[config.mk]
export PLATFORM = sky130hd
export DESIGN_NAME = tic_cfg
export DESIGN_NICKNAME = d
export VERILOG_FILES = /design/src/sv/tic_pkg.sv /design/src/sv/tic_cfg.sv
export SDC_FILE = /design/constraint.sdc
export NUM_CORES = 1
export LEC_CHECK = 0
export ABC_AREA = 1
export BUFFER_PORTS_ARGS = -buffer_cell sky130_fd_sc_hd__buf_2
export CAP_MARGIN = 30
export CORE_ASPECT_RATIO = 0.75
export CORE_UTILIZATION = 55
export DETAILED_ROUTE_END_ITERATION = 7
export HOLD_SLACK_MARGIN = 0.06
export PLACE_DENSITY = 0.84
export SLEW_MARGIN = 20
export SYNTH_ARGS = -nofsm -noshare
export SYNTH_HDL_FRONTEND = slang
export SYNTH_SLANG_ARGS = --single-unit
[constraint.sdc]
create_clock -name clk -period 3.7 [get_ports clk]
set_input_delay 0.555 -clock clk [delete_from_list [all_inputs] [get_ports clk]]
set_output_delay 0.555 -clock clk [all_outputs]
set_load 0.01 [all_outputs]
[src/sv/tic_pkg.sv]
// Shared types and constants of the tile id compactor.
// No dependencies.
package tic_pkg;

	localparam int TILE_W    = 12;
	localparam int CNT_W     = 13;
	localparam int SET_W     = 2;
	localparam int SETS_HW   = 4;
	localparam int CFG_IDX_W = 3;
	localparam int CFG_W     = 13;

	typedef enum logic [1:0] {
		CMD_CLEAR = 2'd0,
		CMD_SCAN  = 2'd1,
		CMD_REMAP = 2'd2,
		CMD_READ  = 2'd3
	} cmd_t;

	typedef enum logic [1:0] {
		ST_OK     = 2'd0,
		ST_NEW    = 2'd1,
		ST_RANGE  = 2'd2,
		ST_UNSEEN = 2'd3
	} status_t;

	typedef enum logic [CFG_IDX_W-1:0] {
		REG_SET0_BASE = 3'd0,
		REG_SET0_SIZE = 3'd1,
		REG_SET1_BASE = 3'd2,
		REG_SET1_SIZE = 3'd3,
		REG_SET2_BASE = 3'd4,
		REG_SET2_SIZE = 3'd5,
		REG_SET3_BASE = 3'd6,
		REG_SET3_SIZE = 3'd7
	} cfg_reg_t;

	// Result of the tileset range lookup
	typedef struct packed {
		logic             hit;
		logic [SET_W-1:0] idx;
	} set_match_t;

endpackage

[src/sv/tic_cfg.sv]
// Tileset range registers and the first-match range lookup for a tile id.
// Depends on tic_pkg.
module tic_cfg #(
	parameter int NUM_TILESETS = 4
) (
	input  logic                            clk,
	input  logic                            arst_n,
	input  logic                            cfg_we,
	input  logic [tic_pkg::CFG_IDX_W-1:0]   cfg_idx,
	input  logic [tic_pkg::CFG_W-1:0]       cfg_data,
	input  logic [tic_pkg::TILE_W-1:0]      tile_id,
	output tic_pkg::set_match_t             match
);

	logic [tic_pkg::TILE_W-1:0] base_q [tic_pkg::SETS_HW];
	logic [tic_pkg::CNT_W-1:0]  size_q [tic_pkg::SETS_HW];

	// register writes
	always_ff @(posedge clk or negedge arst_n) begin
		if (!arst_n) begin
			for (int k = 0; k < tic_pkg::SETS_HW; k++) begin
				base_q[k] <= '0;
				size_q[k] <= '0;
			end
		end else if (cfg_we) begin
			case (tic_pkg::cfg_reg_t'(cfg_idx))
				tic_pkg::REG_SET0_BASE: base_q[0] <= cfg_data[tic_pkg::TILE_W-1:0];
				tic_pkg::REG_SET0_SIZE: size_q[0] <= cfg_data;
				tic_pkg::REG_SET1_BASE: base_q[1] <= cfg_data[tic_pkg::TILE_W-1:0];
				tic_pkg::REG_SET1_SIZE: size_q[1] <= cfg_data;
				tic_pkg::REG_SET2_BASE: base_q[2] <= cfg_data[tic_pkg::TILE_W-1:0];
				tic_pkg::REG_SET2_SIZE: size_q[2] <= cfg_data;
				tic_pkg::REG_SET3_BASE: base_q[3] <= cfg_data[tic_pkg::TILE_W-1:0];
				tic_pkg::REG_SET3_SIZE: size_q[3] <= cfg_data;
				default: ;
			endcase
		end
	end

	// first enabled tileset whose range holds the id; lowest index wins
	// range end is one bit wider than a size so a large size cannot wrap
	always_comb begin
		match = '0;
		for (int k = NUM_TILESETS - 1; k >= 0; k--) begin
			if ((size_q[k] != '0) && (tile_id >= base_q[k]) &&
			    (((tic_pkg::CNT_W+1)'(base_q[k]) + (tic_pkg::CNT_W+1)'(size_q[k])) >
			     (tic_pkg::CNT_W+1)'(tile_id))) begin
				match.hit = 1'b1;
				match.idx = tic_pkg::SET_W'(k);
			end
		end
	end

endmodule

==> results_dict.tcl <==
set metrics [dict create \
    cts_root_buffer "clkbuf_16" \
    viasPerCell 6.16 \
    cts_sinks 100 \
    crit_path_cell_trace "ha_4 -> fa_2 -> nand3_2 -> nand2_4 -> a21oi_4 -> nor2_1 -> nor2_1 -> xnor2_1 -> ha_1 -> nand2_2 -> inv_1 -> nand2_1 -> nand2_1 -> nand2_2 -> nand2_1 -> nand3_1 -> nand2_1 -> inv_2 -> nand3_1 -> buf_2" \
    drv_slew 0 \
    clock_skew_ps 0 \
    grt_usage_pct 34.1 \
    p_sw_share_pct 46.0 \
    core_area_mm2 0.0147 \
    clk_latency_ps 360 \
    crit_fanout 4 \
    tns_ps -68.0 \
    netlist_area_mm2 0.00838 \
    finalHoldViolCount 0 \
    first_iter_violations 1216 \
    remaining_drc_errors 1 \
    seq_area_frac_synth_pct 29.9 \
    die_area_mm2 0.0157 \
    startpoint_type "flip-flop" \
    p_per_area_mw_per_mm2 608 \
    start_util_pct 57.0 \
    crit_slowest_cell "dfrtp_1" \
    htree_levels 3 \
    fin_crit_sh_pct 101 \
    run_status "finished with violations" \
    setup_slack_ps -37.8 \
    max_stage_delay_ps 490 \
    syn_to_final_growth_pct 17.7 \
    tritoncts "yes" \
    gr-total-overflow 0 \
    final.min_clock_period_ps 3740 \
    pwr-share-seq_pct 27.3 \
    timing.fmax_mhz 268 \
    slew-limit-headroom_pct 38.3 \
    gp_congestion 1.01 \
    holdWs_ps 203 \
    setup_viol 2 \
    wire_per_inst_um 20.6 \
    synth_warnings 0 \
    die_h_um 109 \
    drive_gt1_share_pct 18.2 \
    synth.distinct_cells 35 \
    critPathMostFrequentCell "nand2_1" \
    num_antenna_cells 0 \
    power.switching_w 0.00276 \
    ir_worst_vdd_mv 0.360 \
    io_pins 34 \
    grt_pass1_wl_um 39400 \
    die_x_um 145 \
    clk_pin_slew_ps 80 \
    portBuffers 33 \
    synth_seq_cells 100 \
    num_vias 8462 \
    clockBufferDepth 2 \
    ant_nets 0 \
    syn_avg_cell_area_um2 7.56 \
    fp-row-count 38 \
    syn_nets 1287 \
    synthesis.instances 1108 \
    grt_max_degree 49 \
    hold_path_class "primary input to async pin" \
    hpwl_um 19000 \
    nFillCells 1109 \
    critPathArrivalTime_ps 3180 \
    cp.required_ps 3140 \
    grt_pass1_vias 7401 \
    max_slew.worst_pin.slew_ps 922 \
    reg2reg_depth 4 \
    max-cap-violations 0 \
    violations "design-rule violations, negative setup slack" \
    critPathCaptureType "output pin" \
    p_leak_nw 4.97 \
    critPathKind "flip-flop to output pin" \
    antenna_found_initial 1 \
    pwr-share-clk_pct 16.1 \
    wl_um 28300 \
    rsz0062_at_grt "true" \
    cts_buffers 9 \
    power_frac_comb_pct 56.6 \
    dr.pass1.iters 8 \
    p_int_w 0.00324 \
    num-nets-final 1348 \
]
==> layout by cell type, fill, tap and decap left out, drive strengths merged, types with 14 or more instances in the layout <==
| cell type | synthesis | layout |
|---|---|---|
| a21oi | 80 | 80 |
| buf | 2 | 66 |
| dfrtp | 100 | 100 |
| ha | 144 | 144 |
| inv | 147 | 151 |
| nand2 | 277 | 277 |
| nand3 | 48 | 48 |
| nor2 | 83 | 83 |
| nor4 | 14 | 14 |
| o21ai | 113 | 113 |
| xnor2 | 16 | 16 |
| xor2 | 24 | 24 |
==> area by class of cell <==
type                            count  area (um2)  share of cell area [%]
Clock buffer                       10         239                    2.42
Clock inverter                      6        63.8                   0.647
Inverter                          147         552                    5.59
Multi-Input combinational cell    845        5820                    59.0
Sequential cell                   100        2530                    25.6
Tap cell                          200         250                    2.54
Timing Repair Buffer               66         415                    4.21
==> critical path: cells and delay by family (launching register included) <==
| family | cells | cell delay (ps) |
|---|---|---|
| AND/OR/NAND/NOR | 12 | 910 |
| buffers and inverters | 3 | 240 |
| flip-flops | 1 | 490 |
| XOR/XNOR | 1 | 140 |
| adder cells (fa/ha/maj) | 3 | 870 |
| AO/OA/AOI/OAI | 1 | 160 |
==> sequential cells by signal (all words and copies together), names as in the netlist <==
| register | cells |
|---|---|
| base_q | 48 |
| size_q | 52 |
==> routing by layer <==
metal	wire length (um)	up-vias	GRT usage (%)
li1	-	3810	-
met1	11200	3848	46.8
met2	11200	641	46.5
met3	4120	161	14.5
met4	1750	2	14.6
met5	15	-	0
==> power by group through the flow <==
stage | Sequential, W | Combinational (W) | Clock (W)
2_1_floorplan | 0.00146 | 0.00211 | 0
3_3_place_gp | 0.00155 | 0.00263 | 0
3_5_place_dp | 0.00156 | 0.00273 | 0
4_1_cts | 0.00156 | 0.00286 | 0.000960
5_1_grt | 0.00164 | 0.00376 | 0.00101
6_report | 0.00164 | 0.00340 | 0.000967
==> through the flow <==
step                instances  utilization (%)  worst slack, ps  total power (W)  cell area (um2)
global placement         1327             59.6              294          0.00418             8750
floorplan                1108                -              622          0.00357             8380
global route             1374             67.1             -218          0.00641             9860
detailed placement       1327             59.6              207          0.00429             8750
finish                   1374             67.1            -37.8          0.00600             9860
CTS                      1347             63.2             2.42          0.00539             9290
==> kinds of logic after synthesis <==
family | after synthesis | share of synthesized area, %
AOI/OAI and AO/OA | 217 | 13.9
xor gates and xnor gates | 40 | 4.18
adders and majority gates | 148 | 22.5
buffers and inverters | 163 | 7.33
DFF | 100 | 29.9
and+or+nand+nor | 440 | 22.3
==> timing repair <==
action                     4_1_cts  5_1_grt
setup endpoints to repair        3        3
buffers inserted                 4       27
pin swaps                        9       45
hold buffers                     0        0
resized for setup               31       91
==> path summary, 6_finish.rpt <==
check	end	slack, ps	start
min in group clk	size_q[12]$_DFFE_PN0P_	520	cfg_data[12]
setup reg to reg	base_q[6]$_DFFE_PN0P_	2680	base_q[6]$_DFFE_PN0P_
setup / recovery	match[2]	-40	size_q[0]$_DFFE_PN0P_
hold / removal	base_q[7]$_DFFE_PN0P_	200	arst_n
max in group asynchronous	base_q[13]$_DFFE_PN0P_	2660	arst_n
hold reg to reg	size_q[34]$_DFFE_PN0P_	520	size_q[34]$_DFFE_PN0P_
==> cells in the mapped netlist (all sizes together) <==
master / n / area share (%)
a211oi: 1 / 0.090
a21boi: 1 / 0.13
a21o: 4 / 0.36
a21oi: 80 / 5.0
a31oi: 8 / 0.60
buf: 2 / 0.12
clkbuf: 14 / 0.63
dfrtp: 100 / 30
fa: 4 / 0.96
ha: 144 / 21
inv: 147 / 6.6
nand2: 277 / 13
nand3: 48 / 3.2
nand3b: 1 / 0.090
nand4: 13 / 1.0
nor2: 83 / 3.9
nor3: 3 / 0.31
nor4: 14 / 1.0
o211a: 1 / 0.12
o211ai: 1 / 0.090
o21a: 4 / 0.36
o21ai: 113 / 6.8
o21bai: 4 / 0.36
or3: 1 / 0.075
xnor2: 16 / 1.7
xor2: 24 / 2.5
Note: power is estimated with default switching activity, not from simulation.
