### config.mk
export PLATFORM = sky130hd
export DESIGN_NAME = tic_ram
export DESIGN_NICKNAME = d
export VERILOG_FILES = /design/src/sv/tic_ram.sv
export SDC_FILE = /design/constraint.sdc
export NUM_CORES = 1
export LEC_CHECK = 0
export BUFFER_PORTS_ARGS = -buffer_cell sky130_fd_sc_hd__buf_2
export CORE_AREA = 2 2 111 113
export CTS_BUF_LIST = sky130_fd_sc_hd__clkbuf_4 sky130_fd_sc_hd__clkbuf_8 sky130_fd_sc_hd__clkbuf_16
export DETAILED_ROUTE_END_ITERATION = 12
export DIE_AREA = 0 0 113 115
export MAX_ROUTING_LAYER = met4
export SKIP_LAST_GASP = 1
export SYNTH_ARGS = -nofsm -noshare
export SYNTH_HDL_FRONTEND = slang
export SYNTH_SLANG_ARGS = --single-unit
### constraint.sdc
create_clock -name clk -period 3.6 [get_ports clk]
set_input_delay 0 -clock clk [delete_from_list [all_inputs] [get_ports clk]]
set_output_delay 0 -clock clk [all_outputs]
set_load 0.02 [all_outputs]
### src/sv/tic_ram.sv
// Generic simple dual-port RAM: one write port, one registered read port.
// No dependencies.
module tic_ram #(
	parameter int WIDTH = 8,
	parameter int DEPTH = 16
) (
	input  logic                     clk,
	input  logic                     we,
	input  logic [$clog2(DEPTH)-1:0] waddr,
	input  logic [WIDTH-1:0]         wdata,
	input  logic                     re,
	input  logic [$clog2(DEPTH)-1:0] raddr,
	output logic [WIDTH-1:0]         rdata
);

	logic [WIDTH-1:0] mem [DEPTH];

	// write and registered read
	always_ff @(posedge clk) begin
		if (we) begin
			mem[waddr] <= wdata;
		end
		if (re) begin
			rdata <= mem[raddr];
		end
	end

endmodule

==> results.cfg, run 1 <==
[critical_path]
critical_path.top_delay_family = buffers and inverters
path_buf_inv = 2
crit_arrival_ps = 1770
path_max_fanout = 21
cp-end-kind = register
cpPeakStageDelay_ps = 610
worstSetupPathType = in -> reg
critical_path_required_ps = 3750
slowest_stage = mux4_1
start_kind = primary input
path_cells = buf_2 > buf_4 > mux4_1 > a22oi_1 > nand2_1

[clock_network]
clkTransAtPathRegs_ps = 50
cts_tree = yes
cts_setup_buffers = 0
clock-root-buffer = clkbuf_16
worstSkewPairLatency_ps = 410
htree_levels = 4
cts_sinks = 136
cts_inserted_buffers = 17
cts_buffer_depth = 2

[job]
drv_cap = 0

[synthesis]
synth_nets = 248
synth.cell_area_um2 = 5228
postSynthCellCount = 229
ys_types = 18
synth.avg_cell_area_um2 = 22.83
ys_seq_area_share_pct = 78.12
ys_warn_count = 0
yosysTopAreaCell = edfxtp_1
ys_seq_elements = 136
synth_area_leaders = edfxtp_1 (78%), mux4_2 (7.8%), mux4_1 (7.0%), a22oi_1 (2.3%), nor2_1 (0.93%)
yosysTopAreaCellShare_pct = 78.12

[detailed_routing]
num_vias = 2450
wire_per_inst_um = 23.81
drt_iter0_markers = 215
routed_wl_um = 10310
ant_nets = 0
drcViolationCount = 3
dr.pass1.iters = 9
viasPerCell = 5.658

[global_routing]
grt_pass1_vias = 2345
top_usage_layer = met2
grt_max_degree = 33
grtUsageTotal_pct = 17.42
grt_pass1_wl_um = 14900
grt-ovfl-total = 0
grtUsageMet2_pct = 26.55
met3_usage_pct = 4.323
use_met1_pct = 23.03
antenna_found_initial = 0

[power]
p_leak_uw = 0.002027
power_uw = 3465
ir_worst_vdd_mv = 0.3431
power_density_nw_per_um2 = 568.1

[sta]
worst_slack_ps = 1985
final-hold-violation-count = 0
fin_crit_sh_pct = 44.85
skew_ps = 5.764
fin_hold_ws_ps = 105.8
setup_tns_ps = 0
drv_slew = 0
setup_viol = 0
fmax_ghz = 0.6193
rsz0062_at_grt = no
worstMarginPinSlew_ps = 1095
min_period_ps = 1615
slew_headroom_pct = 26.75

[finish]
final_nets = 296
drive_above_1_share_pct = 26.57
antenna_cells = 0
final_util_pct = 51.63
syn2layout_area_growth_pct = 16.66

[floorplanning]
initial_core_util_pct = 44.26
core_um2 = 11810
die_y_um = 115
dieArea_um2 = 13000
fp-row-count = 40
die_x_um = 113
pin_count = 27

[hold_path]
hold_path.class = in -> reg

[place]
dp_hpwl_um = 6109
dp_slack_ps = 1558
portBuffers = 26
globalplace.congestion = 0.6828

[status]
violations = DRC
status = finished with violations
[cell usage after synthesis, drive strengths merged]
| cell | instances |
|---|---|
| nand2b | 2 |
| nand3 | 1 |
| a22oi | 16 |
| clkdlybuf4s25 | 3 |
| nor3 | 4 |
| nor2 | 13 |
| nor2b | 1 |
| and2 | 1 |
| buf | 7 |
| and2b | 1 |
| mux4 | 32 |
| nand3b | 2 |
| edfxtp | 136 |
| or3b | 1 |
| nand2 | 9 |
[path summary, 6_finish.rpt]
check	startpoint	end	slack (ps)	cells after the start
worst max register to register	mem[1][3]	rdata[3]	2150	3
worst max-delay path	raddr[0]	rdata[3]	1990	5
worst min-delay path	waddr[1]	mem[0][6]	110	2
worst min register to register	mem[14][7]	rdata[7]	750	3
[report_power, final]
group / switching [µW] / leakage (µW) / internal (µW)
Sequential: 9.82 / 0.00124 / 1790
Clock: 560 / 0.000255 / 940
Combinational: 99.6 / 0.000535 / 69.1
[cells by family (layout without fill, tap and decap cells)]
logic type             after synthesis  count (layout)  share of synthesized area, %
AOI/OAI and AO/OA                   16              16                         2.298
buffers and inverters               10              67                         1.651
DFF                                136             136                         78.12
muxes                               32              32                         14.79
and+or+nand+nor                     35              35                         3.136
[cells in the final DEF (no fill, tap or decap), drive strengths merged]
master,count
a22oi,16
and2,1
and2b,1
buf,30
bufinv,1
clkbuf,20
clkinv,7
dlygate4sd3,9
edfxtp,136
mux4,32
nand2,9
nand2b,2
nand3,1
nand3b,2
nor2,13
nor2b,1
nor3,4
or3b,1
[final cells by class]
class	count	area, µm²
multi-input combinational	83	1072
fill	919	5713
timing repair buffer	39	250.2
tap	147	183.9
sequential	136	4084
clock buffer	20	447.9
clock inverter	8	60.06
[state kept, by name, summed over array words and instances (netlist names)]
signal and count:
mem 128, rdata 8
[per-stage QoR]
step / cells / area [µm²]
detailed placement: 396 / 5500
finish: 433 / 6098
CTS: 433 / 6098
global route: 433 / 6098
floorplan: 229 / 5228
global placement: 396 / 5500
[layer usage]
layer / routed length [µm] / share of wire [%]
met5: 0 / 0
met4: 163 / 1.6
met3: 581 / 5.6
met2: 5129 / 50
met1: 4435 / 43
[what timing repair did]
action / in CTS / in global routing
hold buffers: 9 / 0
gates resized for setup: 0 / 0
endpoints found under the hold margin: 136 / 0
Note: power is estimated with default switching activity, not from simulation.
==> inputs of run 2 (changes only) <==
--- a/config.mk
+++ b/config.mk
@@ -5,11 +5,12 @@
 export SDC_FILE = /design/constraint.sdc
 export NUM_CORES = 1
 export LEC_CHECK = 0
+export ABC_AREA = 1
 export BUFFER_PORTS_ARGS = -buffer_cell sky130_fd_sc_hd__buf_2
-export CORE_AREA = 2 2 111 113
+export CORE_AREA = 2 2 117 119
 export CTS_BUF_LIST = sky130_fd_sc_hd__clkbuf_4 sky130_fd_sc_hd__clkbuf_8 sky130_fd_sc_hd__clkbuf_16
 export DETAILED_ROUTE_END_ITERATION = 12
-export DIE_AREA = 0 0 113 115
+export DIE_AREA = 0 0 119 121
 export MAX_ROUTING_LAYER = met4
 export SKIP_LAST_GASP = 1
 export SYNTH_ARGS = -nofsm -noshare
==> constraint.sdc (replaced) <==
create_clock -name clk -period 1.6 [get_ports clk]
set_input_delay 0 -clock clk [delete_from_list [all_inputs] [get_ports clk]]
set_output_delay 0 -clock clk [all_outputs]
set_load 0.02 [all_outputs]
==> results.cfg, run 2 <==
[detailed_routing]
viasPerCell = 4.917
drcViolationCount = 0
ant_nets = 0
drt_iter0_markers = 400
wire_per_inst_um = 16.64
dr.pass1.iters = 5
routed_wl_um = 13090
num_vias = 3870

[job]
drv_cap = 0

[global_routing]
grt_pass1_wl_um = 20840
antenna_found_initial = 0
grt-ovfl-total = 0
grt_pass1_vias = 3937
grt_max_degree = 36
grtUsageTotal_pct = 20.50

[synthesis]
synth_area_leaders = edfxtp_1 (70%), nand2_1 (11%), nand3_1 (8.3%), inv_1 (6.4%), buf_6 (1.2%)
synth.avg_cell_area_um2 = 10.61
ys_top_cells_by_count = nand2_1 (173), edfxtp_1 (136), inv_1 (100), nand3_1 (97), nor2_1 (17)
synth_top_family_by_area = simple AND/OR/NAND/NOR gates
ys_types = 11
yosys.area_share.simple_pct = 20.76
ys_seq_area_share_pct = 69.85
yosysTopAreaCell = edfxtp_1
synth-main-ff-cell = edfxtp_1
post_synth_fa_ha_maj_area_fraction_pct = 0
synth.cell_area_um2 = 5847
synth_xor_xnor_area_share_pct = 0
synth-compound-area-share_pct = 0
synth_edf_count = 136
postSynthCellCount = 551
ys_seq_elements = 136
ys_warn_count = 0
yosysTopAreaCellShare_pct = 69.85
async_reset_ff_share_pct = 0
synthMuxAreaShare_pct = 0
synth.most_common_cell = nand2_1
synth_nets = 570

[finish]
top_regs = mem x128, rdata x8
drive_above_1_share_pct = 12.77
regMostFlops = mem
instances_no_fill = 787
mostFrequentLayoutCells = nand2_1 (173), edfxtp_1 (136), inv_1 (100), nand3_1 (97), buf_2 (26)
final_nets = 617
syn2layout_area_growth_pct = 16.11
largest_reg_flops = 128
final_common_cell = nand2_1
antenna_cells = 0

[hold_path]
hold_path.class = in -> reg

[sta]
final-hold-violation-count = 0
min_period_ps = 1183
setup_viol = 0
worstMarginPinSlew_ps = 638.7
skew_ps = 4.403
rsz0062_at_grt = no
worst_slack_ps = 417.2
fmax_ghz = 0.8455
fin_crit_sh_pct = 73.92
drv_slew = 0
setup_tns_ps = 0
slew_headroom_pct = 57.36

[power]
p_leak_uw = 0.002938
power_density_nw_per_um2 = 1182
ir_worst_vdd_mv = 0.5899

[clock_network]
cts_sinks = 136
cts_inserted_buffers = 17
ctsHoldBuffers = 4
clkTransAtPathRegs_ps = 60
cts.repair.resized = 0
cts_tree = yes
cts_buffer_depth = 2
clock-root-buffer = clkbuf_16
worstSkewPairLatency_ps = 420
cts_setup_buffers = 0
htree_levels = 4

[status]
status = finished clean

[place]
place_inst = 751
globalplace.congestion = 0.8680
portBuffers = 26
dp_hpwl_um = 8162
dp_slack_ps = 320.1

[critical_path]
critical_path_required_ps = 1770
start_kind = register
worstSetupPathType = reg -> reg
path_max_fanout = 1
cp-end-kind = register
crit_arrival_ps = 1360

[floorplanning]
dieArea_um2 = 14400
pin_count = 27
die_x_um = 119
core_um2 = 13090
die_y_um = 121
fp-row-count = 42
initial_core_util_pct = 44.68
[run 2: cell types whose count changed after synthesis, moves of 4 or more]
cell | previous run | this run
a22oi_1 | 16 | 0
buf_2 | 3 | 13
inv_1 | 0 | 100
mux4_1 | 14 | 0
mux4_2 | 18 | 0
nand2_1 | 9 | 173
nand3_1 | 1 | 97
nor2_1 | 13 | 17
nor3_1 | 4 | 0
[run 2: cells by family after synthesis]
| logic type | Yosys count |
|---|---|
| flops | 136 |
| buf+inv | 126 |
| simple gates | 289 |
[run 2: power breakdown]
| group | switching [µW] | internal (µW) | leakage, µW |
|---|---|---|---|
| clock | 1360 | 2120 | 0.000267 |
| combinational | 361 | 150 | 0.00144 |
| sequential | 22.6 | 4020 | 0.00124 |
| total | 1740 | 6280 | 0.00294 |
[run 2: per-layer routing]
layer	track usage [%]	up-vias	wire length, µm
li1	-	1877	-
met1	25.97	1847	5875
met2	31.61	121	6182
met3	5.169	25	713
met4	8.780	0	323
met5	-	-	0
[run 2: layout make-up]
| class | instances | area, µm² |
|---|---|---|
| well taps | 176 | 220.2 |
| repair buffers | 52 | 360.3 |
| flip-flops and latches | 136 | 4084 |
| clock inverters | 13 | 87.58 |
| fillers | 1174 | 6296 |
| clock buffers | 19 | 440.4 |
| multi-input cells | 289 | 1214 |
| inverters | 102 | 382.9 |
[run 2: through the flow]
| step | util (%) | power [µW] | hold WS (ps) | instance area (µm²) |
|---|---|---|---|---|
| after global routing | 51.88 | 8326 | 16.02 | 6789 |
| after CTS | 51.88 | 8082 | 9.450 | 6789 |
| after global placement | 47.54 | 4608 | 382.5 | 6221 |
| final | 51.88 | 8024 | 17.04 | 6789 |
| after floorplan | - | 4410 | 98.87 | 5847 |
| after detailed placement | 47.54 | 4616 | 383.3 | 6221 |
[run 2: worst max-delay path, cell delays in order (launching register included)]
cell,delay [ps]
edfxtp_1,360
inv_1,60
nand2_1,40
nand3_1,80
nand3_1,150
nand3_1,170
nand2_1,70
[run 2: final timing paths]
check	to	from	slack, ps	cells after the start
worst max-delay path	rdata[2]	mem[5][2]	420	6
worst min-delay path	mem[13][7]	wdata[7]	20	1
worst min register to register	rdata[4]	mem[14][4]	740	6
worst max register to register	rdata[2]	mem[5][2]	420	6
